`config.mk`:
```
export PLATFORM = sky130hd
export DESIGN_NAME = array_double_ended_queue
export DESIGN_NICKNAME = d
export VERILOG_FILES = /design/src/rtl/core/dqa_pkg.sv /design/src/rtl/core/array_double_ended_queue.sv /design/src/rtl/core/dqa_ram.sv
export SDC_FILE = /design/constraint.sdc
export NUM_CORES = 1
export LEC_CHECK = 0
export ABC_AREA = 0
export CAP_MARGIN = 20
export CORE_MARGIN = 2
export CORE_UTILIZATION = 65
export CTS_BUF_LIST = sky130_fd_sc_hd__clkbuf_4 sky130_fd_sc_hd__clkbuf_8
export CTS_CLUSTER_SIZE = 40
export DETAILED_ROUTE_END_ITERATION = 7
export DONT_BUFFER_PORTS = 1
export PLACE_DENSITY = 0.81
export SLEW_MARGIN = 5
export SYNTH_ARGS = -nofsm -noshare
export SYNTH_HDL_FRONTEND = slang
export SYNTH_SLANG_ARGS = --single-unit
export TNS_END_PERCENT = 1
```
`constraint.sdc`:
```
create_clock -name clk_i -period 7.5 [get_ports clk_i]
set_clock_uncertainty 0.15 [all_clocks]
set_input_delay 1.875 -clock clk_i [delete_from_list [all_inputs] [get_ports clk_i]]
set_output_delay 1.875 -clock clk_i [all_outputs]
set_load 0.01 [all_outputs]
```
`src/rtl/core/dqa_pkg.sv`:
```
// shared types and constants of the array double-ended queue
// no dependencies
package dqa_pkg;

  localparam int unsigned CmdW  = 3;
  localparam int unsigned StatW = 2;
  localparam int unsigned WordW = 32;

  typedef enum logic [CmdW-1:0] {
    CMD_PUSH_FRONT = 3'd0,
    CMD_PUSH_BACK  = 3'd1,
    CMD_POP_FRONT  = 3'd2,
    CMD_POP_BACK   = 3'd3,
    CMD_DISPLAY    = 3'd4
  } cmd_e;

  typedef enum logic [StatW-1:0] {
    STAT_OK       = 2'd0,
    STAT_OVERFLOW = 2'd1,
    STAT_EMPTY    = 2'd2
  } stat_e;

endpackage

```
`src/rtl/core/array_double_ended_queue.sv`:
```
// top level of the array double-ended queue
// depends on dqa_pkg and dqa_ram
//
// usage
//   input channel: command_i and value_i, a request is taken on a rising edge
//   with in_valid_i high and in_stall_o low
//   output channel: status_o, data_o and last_o, a request is taken on a
//   rising edge with out_valid_o high and out_stall_i low
//   push commands are answered from the output register in the cycle after they
//   are taken; the next command can be taken in the very next cycle
//   pop commands read the slot memory, their answer goes through the memory
//   read register into the output register; the input stalls until it is loaded
//   display reads one stored word per cycle while the output does not stall,
//   through the single memory read port, and the input stays stalled until
//   the word marked last is loaded
//   commands 5 to 7 are taken and dropped without any answer
//   a stall on the output freezes the output register and, through it, the
//   whole block; the memory read data is held while a word waits
//   reset clears the indices and marks the queue empty; the slot memory is
//   not cleared and needs no clearing pass
module array_double_ended_queue #(
  parameter int unsigned DEPTH = 16
) (
  input  logic                                clk_i,
  input  logic                                rst_ni,
  input  logic                                in_valid_i,
  output logic                                in_stall_o,
  input  logic [dqa_pkg::CmdW-1:0]            command_i,
  input  logic signed [dqa_pkg::WordW-1:0]    value_i,
  output logic                                out_valid_o,
  input  logic                                out_stall_i,
  output logic [dqa_pkg::StatW-1:0]           status_o,
  output logic signed [dqa_pkg::WordW-1:0]    data_o,
  output logic                                last_o
);

  import dqa_pkg::*;

  localparam int unsigned IdxW = $clog2(DEPTH);
  localparam logic [IdxW-1:0] LastIdx = IdxW'(DEPTH - 1);

  // controller states
  localparam logic S_IDLE = 1'b0;
  localparam logic S_READ = 1'b1; // memory read outstanding

  logic            state_q, state_d;
  logic [IdxW-1:0] front_q, front_d;
  logic [IdxW-1:0] rear_q, rear_d;
  logic            empty_q, empty_d;
  logic [IdxW-1:0] addr_q, addr_d;  // slot being read
  logic            disp_q, disp_d;  // current read belongs to a display

  // output register
  logic             out_valid_q, out_valid_d;
  logic [StatW-1:0] status_q, status_d;
  logic [WordW-1:0] data_q, data_d;
  logic             last_q, last_d;
  logic             out_load;

  // memory ports
  logic             we;
  logic [IdxW-1:0]  waddr;
  logic             re;
  logic [IdxW-1:0]  raddr;
  logic [WordW-1:0] rdata;

  logic out_free;
  logic accept;
  logic read_last;

  assign out_free   = !out_valid_q || !out_stall_i;
  assign in_stall_o = (state_q != S_IDLE) || !out_free;
  assign accept     = in_valid_i && !in_stall_o;
  assign read_last  = !disp_q || (addr_q == rear_q);

  always_comb begin
    state_d  = state_q;
    front_d  = front_q;
    rear_d   = rear_q;
    empty_d  = empty_q;
    addr_d   = addr_q;
    disp_d   = disp_q;
    out_load = 1'b0;
    status_d = status_q;
    data_d   = data_q;
    last_d   = last_q;
    we       = 1'b0;
    waddr    = '0;
    re       = 1'b0;
    raddr    = addr_q;

    case (state_q)
      S_IDLE: begin
        if (accept) begin
          case (cmd_e'(command_i))
            CMD_PUSH_FRONT, CMD_PUSH_BACK: begin
              out_load = 1'b1;
              last_d   = 1'b1;
              if (empty_q) begin
                // first word always lands in slot 0
                we       = 1'b1;
                waddr    = '0;
                front_d  = '0;
                rear_d   = '0;
                empty_d  = 1'b0;
                status_d = STAT_OK;
                data_d   = value_i;
              end else if (cmd_e'(command_i) == CMD_PUSH_FRONT) begin
                if (front_q != '0) begin
                  we       = 1'b1;
                  waddr    = front_q - 1'b1;
                  front_d  = front_q - 1'b1;
                  status_d = STAT_OK;
                  data_d   = value_i;
                end else begin
                  status_d = STAT_OVERFLOW;
                  data_d   = '0;
                end
              end else begin
                if (rear_q != LastIdx) begin
                  we       = 1'b1;
                  waddr    = rear_q + 1'b1;
                  rear_d   = rear_q + 1'b1;
                  status_d = STAT_OK;
                  data_d   = value_i;
                end else begin
                  status_d = STAT_OVERFLOW;
                  data_d   = '0;
                end
              end
            end
            CMD_POP_FRONT, CMD_POP_BACK, CMD_DISPLAY: begin
              if (empty_q) begin
                out_load = 1'b1;
                status_d = STAT_EMPTY;
                data_d   = '0;
                last_d   = 1'b1;
              end else begin
                re      = 1'b1;
                state_d = S_READ;
                disp_d  = (cmd_e'(command_i) == CMD_DISPLAY);
                raddr   = (cmd_e'(command_i) == CMD_POP_BACK) ? rear_q : front_q;
                addr_d  = raddr;
                if (cmd_e'(command_i) != CMD_DISPLAY) begin
                  if (front_q == rear_q) begin
                    // last word removed
                    empty_d = 1'b1;
                    front_d = '0;
                    rear_d  = '0;
                  end else if (cmd_e'(command_i) == CMD_POP_FRONT) begin
                    front_d = front_q + 1'b1;
                  end else begin
                    rear_d = rear_q - 1'b1;
                  end
                end
              end
            end
            default: begin
              // unknown command, dropped
            end
          endcase
        end
      end
      S_READ: begin
        if (out_free) begin
          out_load = 1'b1;
          status_d = STAT_OK;
          data_d   = rdata;
          last_d   = read_last;
          if (read_last) begin
            state_d = S_IDLE;
          end else begin
            // fetch the next display word while this one is loaded
            re     = 1'b1;
            raddr  = addr_q + 1'b1;
            addr_d = addr_q + 1'b1;
          end
        end
      end
      default: begin
        state_d = S_IDLE;
      end
    endcase
  end

  assign out_valid_d = out_load || (out_valid_q && out_stall_i);

  dqa_ram #(
    .Width (WordW),
    .Depth (DEPTH)
  ) u_slots (
    .clk_i   (clk_i),
    .we_i    (we),
    .waddr_i (waddr),
    .wdata_i (value_i),
    .re_i    (re),
    .raddr_i (raddr),
    .rdata_o (rdata)
  );

  always_ff @(posedge clk_i or negedge rst_ni) begin
    if (!rst_ni) begin
      state_q     <= S_IDLE;
      front_q     <= '0;
      rear_q      <= '0;
      empty_q     <= 1'b1;
      addr_q      <= '0;
      disp_q      <= 1'b0;
      out_valid_q <= 1'b0;
    end else begin
      state_q     <= state_d;
      front_q     <= front_d;
      rear_q      <= rear_d;
      empty_q     <= empty_d;
      addr_q      <= addr_d;
      disp_q      <= disp_d;
      out_valid_q <= out_valid_d;
    end
  end

  // payload of the output register
  always_ff @(posedge clk_i) begin
    if (out_load) begin
      status_q <= status_d;
      data_q   <= data_d;
      last_q   <= last_d;
    end
  end

  assign out_valid_o = out_valid_q;
  assign status_o    = status_q;
  assign data_o      = data_q;
  assign last_o      = last_q;

endmodule

```
`src/rtl/core/dqa_ram.sv`:
```
// generic single-clock ram, one write port and one registered read port
// no dependencies
module dqa_ram #(
  parameter int unsigned Width = 32,
  parameter int unsigned Depth = 16
) (
  input  logic                     clk_i,
  input  logic                     we_i,
  input  logic [$clog2(Depth)-1:0] waddr_i,
  input  logic [Width-1:0]         wdata_i,
  input  logic                     re_i,
  input  logic [$clog2(Depth)-1:0] raddr_i,
  output logic [Width-1:0]         rdata_o
);

  logic [Width-1:0] mem_q [Depth];
  logic [Width-1:0] rdata_q;

  always_ff @(posedge clk_i) begin
    if (we_i) begin
      mem_q[waddr_i] <= wdata_i;
    end
  end

  // read data holds until the next read
  always_ff @(posedge clk_i) begin
    if (re_i) begin
      rdata_q <= mem_q[raddr_i];
    end
  end

  assign rdata_o = rdata_q;

endmodule

```
* Word-level counts from Yosys, hierarchy flattened
Memories as Yosys holds them, arrays and structs flattened. A register that Yosys moved wholly into a read port is not among the register bits.
Index checks and enable logic that the tools add are counted.
Widths: inputs -> output; s select.
** Operators by class
- $add $sub $neg :: 5
- Eq/ne operators :: 20
- Multiplexer cells :: 79
- Bitwise gates (word level) :: 2
- Reductions and logical operators :: 21
** Operator list (number)
- $mux 32 :: 7
- $pmux 32 s2 :: 2
- $mux 4 :: 27
- $mux 1 :: 26
- $ne 3x3->1 const B :: 8
- $pmux 4 s2 :: 3
- $reduce_and 8->1 :: 2
- $pmux 1 s2 :: 7
- $add 4x1->4 const B :: 3
- $mux 2 :: 5
- $eq 4x4->1 :: 2
- $pmux 2 s2 :: 2
- $sub 4x1->4 const B :: 2
- $eq 3x2->1 const B :: 2
- $ne 2x2->1 const B :: 3
- $logic_not 1->1 :: 5
- $reduce_and 5->1 :: 1
- $logic_or 1x1->1 :: 4
- $ne 4x4->1 const B :: 1
- $reduce_and 4->1 :: 1
- $reduce_bool 4->1 :: 1
- $eq 3x1->1 const B :: 1
- $eq 3x3->1 const B :: 1
- $logic_not 3->1 :: 1
- 8 further kinds :: 10
** Storage, ports and cells
- Bits in registers :: 51
- RAM bits :: 512
- Output and inout bits :: 37
- Word-level logic and storage cells :: 138
- Memories kept :: 1
** Memory list
- u_slots.mem_q :: words 16, bits a word 32, read ports 1, clocked after Yosys merged registers in 1, wr ports 1, line dqa_ram.sv:16 : logic [Width-1:0] mem_q [Depth];

* Logic depth before layout (Yosys ltp)
- Depth in word-level cells :: 10
- Depth in mapped cells :: 12

* Modules after synthesis
From an unflattened synthesis, not the netlist that was laid out.
** Unflattened totals
- Cell total of the unflattened synthesis :: 1094
- Area total of the unflattened synthesis :: 23009.6 sq um
** By module, submodules not included
- dqa_ram :: times used 1, cells each 838, area an instance 20155.6 sq um, seq. area each 16335.7 sq um
- array_double_ended_queue :: times used 1, cells each 256, area an instance 2854.0 sq um, seq. area each 1452.6 sq um

* Least setup slack after synthesis
Ideal clock, no wire load.
- Path kind :: in2reg
- From :: in out_stall_i
- To :: mem u_slots.mem_q[15][0] (enable)
- Library setup time :: 0.421 ns
- Data arrival time :: 4.715 ns
- Required time :: 6.929 ns
- Path slack :: 2.214 ns
- Cell stages on the path :: 6
- Buffers on the path :: 0
- Path through :: a21oi_2 -> nand2_1 -> or3_1 -> a2111oi_0 -> nand3_1 -> nor2_1
** Between the ends
- Cells in the longest elaborated chain, start to end :: 10
- Elaborated cells between the ends (all ways) :: 12
- Classes of those cells :: mux (6); reduce/logical (6)
** Ends and longest elaborated chain
- start, declared :: line array_double_ended_queue.sv:31 : input logic out_stall_i,
- $logic_not 1->1 (*) :: line array_double_ended_queue.sv:71 : assign out_free = !out_valid_q || !out_stall_i;
- $logic_or 1x1->1 (*) :: line array_double_ended_queue.sv:71
- $logic_not 1->1 (*) :: line array_double_ended_queue.sv:72 : assign in_stall_o = (state_q != S_IDLE) || !out_free;
- $logic_or 1x1->1 (*) :: line array_double_ended_queue.sv:72
- $logic_not 1->1 (*) :: line array_double_ended_queue.sv:73 : assign accept = in_valid_i && !in_stall_o;
- $logic_and 1x1->1 (*) :: line array_double_ended_queue.sv:73
- $mux 1 :: line array_double_ended_queue.sv:94 : if (accept) begin
- $mux 1 :: line array_double_ended_queue.sv:92 : case (state_q)
- $mux 1 :: line dqa_ram.sv:20 : if (we_i) begin
- $mux 1 (implied by the code) :: line dqa_ram.sv:21 : mem_q[waddr_i] <= wdata_i;
- end, declared :: line dqa_ram.sv:16
Every way passes the cells marked *; elsewhere a longest branch is shown, timed or not.

* Worst setup path after layout
- From :: in command_i[1] in the netlist's numbering
- To :: reg u_slots.rdata_q[25], in the netlist u_slots.rdata_o[25], read port of u_slots.mem_q, data pin
** Between the ends
- Cells in the longest elaborated chain, start to end :: 6
- Elaborated cells between the ends (all ways) :: 12
- Classes of those cells :: eq/ne (3); mux (8); reduce/logical (1)
** Ends and longest elaborated chain
- start, declared :: line array_double_ended_queue.sv:28 : input logic [dqa_pkg::CmdW-1:0] command_i,
- $eq 3x2->1 :: line array_double_ended_queue.sv:95, array_double_ended_queue.sv:142
- $mux 4 :: line array_double_ended_queue.sv:142 : raddr = (cmd_e'(command_i) == CMD_POP_BACK) ? rear_q : front_q;
- $mux 4
- $mux 4 :: line array_double_ended_queue.sv:95 : case (cmd_e'(command_i))
- $mux 4
- $pmux 4 s2
- end, declared :: line dqa_ram.sv:17 : logic [Width-1:0] rdata_q;
Parallel ways exist; a longest one is shown, timed or not.
A chain may end at the register's enable or synchronous reset.

==> reports/metrics.yaml <==
route:
  wl_per_cell_um: 24.17
  vias: 15231
  drtAntennaViolNets: 0
  wl_mm: 56.24
  drt_iter0_drc: 1914
  post-route-drc-count: 0
  first_pass_iters: 6
  drt-vias-per-instance: 6.545
logic_synthesis:
  yosysUniqueCellTypes: 53
  seq_area_frac_synth_pct: 74.10
  ys_warn_count: 0
  ys_ff_latch: 595
  synth_edf_count: 579
  avgSynthCellArea_sq_um: 13.47
  syn-num-nets: 1827
  syn-instance-count: 1782
  async_flop_share_pct: 2.689
  synth-main-ff-cell: "edfxtp_1"
  syn-cell-area_sq_um: 24000
clock_tree:
  cts_setup_buffers: 0
  htree_levels: 3
  cts.clk_slew.worst_paths_ps: 60
  cts_tree: "yes"
  root_buffer: "clkbuf_8"
  clk_latency_ps: 650
  post_cts_resized: 0
  clockBufferDepth: 3
  cts_hold_buf: 0
  cts-buffers-inserted: 92
  cts_sinks: 595
floorplanning:
  start_util_pct: 65.72
  fp-row-count: 70
  die_y_um: 196.2
  die_area_sq_um: 38480
  die_x_um: 196.2
  core_area_sq_um: 36520
  io_pins: 76
place:
  io_buffer_count: 0
  gp_congestion: 0.8728
  dpl.hpwl_mm: 29.85
timing:
  drv_slew: 0
  final-setup-viol-count: 0
  slew_headroom_pct: 26.63
  fin_crit_sh_pct: 64.68
  tightest_slew_ps: 1098
  hold_ws_ps: 384.9
  timing.final.hold_violations: 0
  tns_ps: 0
  min_period_ps: 4851
  grt_setup_unrepaired: "no"
  fmax_ghz: 0.2061
power:
  ir_worst_vdd_v: 0.0004536
  powerDensity_nw_per_um2: 432.0
  leakage_nw: 9.295
worst_setup_path:
  r2r-end: "u_slots.rdata_o[12]"
  end_kind: "flop"
  r2r-start: "state_q"
  reg2reg_depth: 10
  critPathArrivalTime_ps: 5220
  worst_ep_required_time_ps: 7870
  crit_path_start_kind: "input pin"
  cp_max_fo: 50
  regToRegSetupSlack_ps: 2820
  critPathKind: "input pin to flop"
final_layout:
  diodes: 0
  final_nets: 1836
  mostFrequentLayoutCells: "edfxtp_1 (579), nand2_1 (512), and3_1 (130)"
  layout_commonest_cell: "edfxtp_1"
  fillCellCount: 2239
  syn_to_final_growth_pct: 9.721
  drive_above_1_share_pct: 12.91
grt:
  grt.overflow.total: 0
  grtUsageTotal_pct: 29.54
  grt_pass1_wl_mm: 85.13
  antenna_found_initial: 0
  grt_pass1_vias: 14713
  grt_max_degree: 177
hold_path:
  min_path_cells: 2
  min_from: "disp_q"
  hold-path-endpoint: "disp_q"
  hp-class: "flop to flop"
flow_run:
  max_cap_violations: 0
outcome:
  outcome: "complete, no violations"
## kinds of logic after synthesis
| group | count (synthesis) | synth area share, % |
|---|---|---|
| AO/OA/AOI/OAI | 258 | 8.267 |
| XOR/XNOR | 13 | 0.4743 |
| adder cells (fa/ha/maj) | 6 | 0.3127 |
| buffers and inverters | 130 | 2.351 |
| flip-flops | 595 | 74.10 |
| multiplexers | 11 | 0.4743 |
| AND/OR/NAND/NOR | 769 | 14.02 |
## worst max-delay path by stage
stage                 start                    to  slack (ps)  cells past startpoint
6_report       command_i[1]   u_slots.rdata_o[25]        2650                     10
5_1_grt        command_i[1]    u_slots.rdata_o[9]        2420                     10
4_1_cts         out_stall_i  u_slots.mem_q[6][17]        2480                      7
3_5_place_dp    out_stall_i  u_slots.mem_q[14][3]        1810                      6
3_3_place_gp    out_stall_i  u_slots.mem_q[13][3]        1880                      6
2_1_floorplan   out_stall_i  u_slots.mem_q[15][0]        2210                      6
## through the flow
| stage | total power (W) | setup WS, ps | area, sq um | std cells | util [%] |
|---|---|---|---|---|---|
| 2_1_floorplan | 0.007558 | 2214 | 24000 | 1782 | - |
| 3_3_place_gp | 0.008588 | 1884 | 24490 | 2162 | 67.07 |
| 3_5_place_dp | 0.008745 | 1814 | 24520 | 2163 | 67.14 |
| 4_1_cts | 0.01134 | 2479 | 26300 | 2325 | 72.00 |
| 5_1_grt | 0.01195 | 2418 | 26340 | 2327 | 72.11 |
| 6_report | 0.01138 | 2649 | 26340 | 2327 | 72.11 |
## worst max-delay path, stage by stage
cell and delay [ps]:
nor2b_1 140, o2111ai_2 490, nor2_1 110, a21oi_1 160, mux2_4 540, clkinv_2 610
buf_4 440, and3_1 190, o32ai_1 440, a311o_1 170
## synthesized netlist by cell type (all sizes together), types with 12 or more instances
library cell  count  share of area [%]
nor2             32               0.50
buf              61                1.3
nand3            71                1.5
a22o             32                1.2
a211oi           35                1.1
dfrtp            15                1.6
o32ai            32                1.2
a31o             32                1.2
o21ai            23               0.48
edfxtp          579                 72
clkbuf           57               0.89
inv              12               0.19
nand2           512                8.0
and3            130                3.4
a311o            32                1.3
a21oi            49                1.0
## state kept, by name (all words and copies together) (netlist names)
| name | count |
|---|---|
| status_o | 2 |
| rear_q | 4 |
| u_slots.rdata_o | 32 |
| empty_q | 1 |
| out_valid_o | 1 |
| last_o | 1 |
| disp_q | 1 |
| data_o | 32 |
| u_slots.mem_q | 512 |
| state_q | 1 |
| front_q | 4 |
| addr_q | 4 |
## area by class of cell
type | instances | area [sq um] | share of cell area, %
Sequential cell | 595 | 17790 | 67.54
Multi-Input combinational cell | 1057 | 5831 | 22.14
Clock buffer | 123 | 1518 | 5.762
Tap cell | 468 | 585.6 | 2.223
Timing Repair Buffer | 33 | 305.3 | 1.159
Clock inverter | 39 | 257.7 | 0.9786
Inverter | 12 | 51.30 | 0.1948
## where the power goes
part | leakage (nW) | internal (W) | switching, W
clock network | 0.923 | 0.00141 | 0.00119
logic | 2.94 | 0.00154 | 0.00293
registers | 5.43 | 0.00408 | 0.000225
total | 9.29 | 0.00703 | 0.00435
## metal layers
metal,global-route usage (%),vias to the layer above,wire length [um]
li1,-,6644,-
met1,40.13,7448,21340
met2,46.91,1004,27130
met3,6.756,135,6020
met4,12.12,0,1743
met5,0,-,0
(Power assumes the default switching activity.)
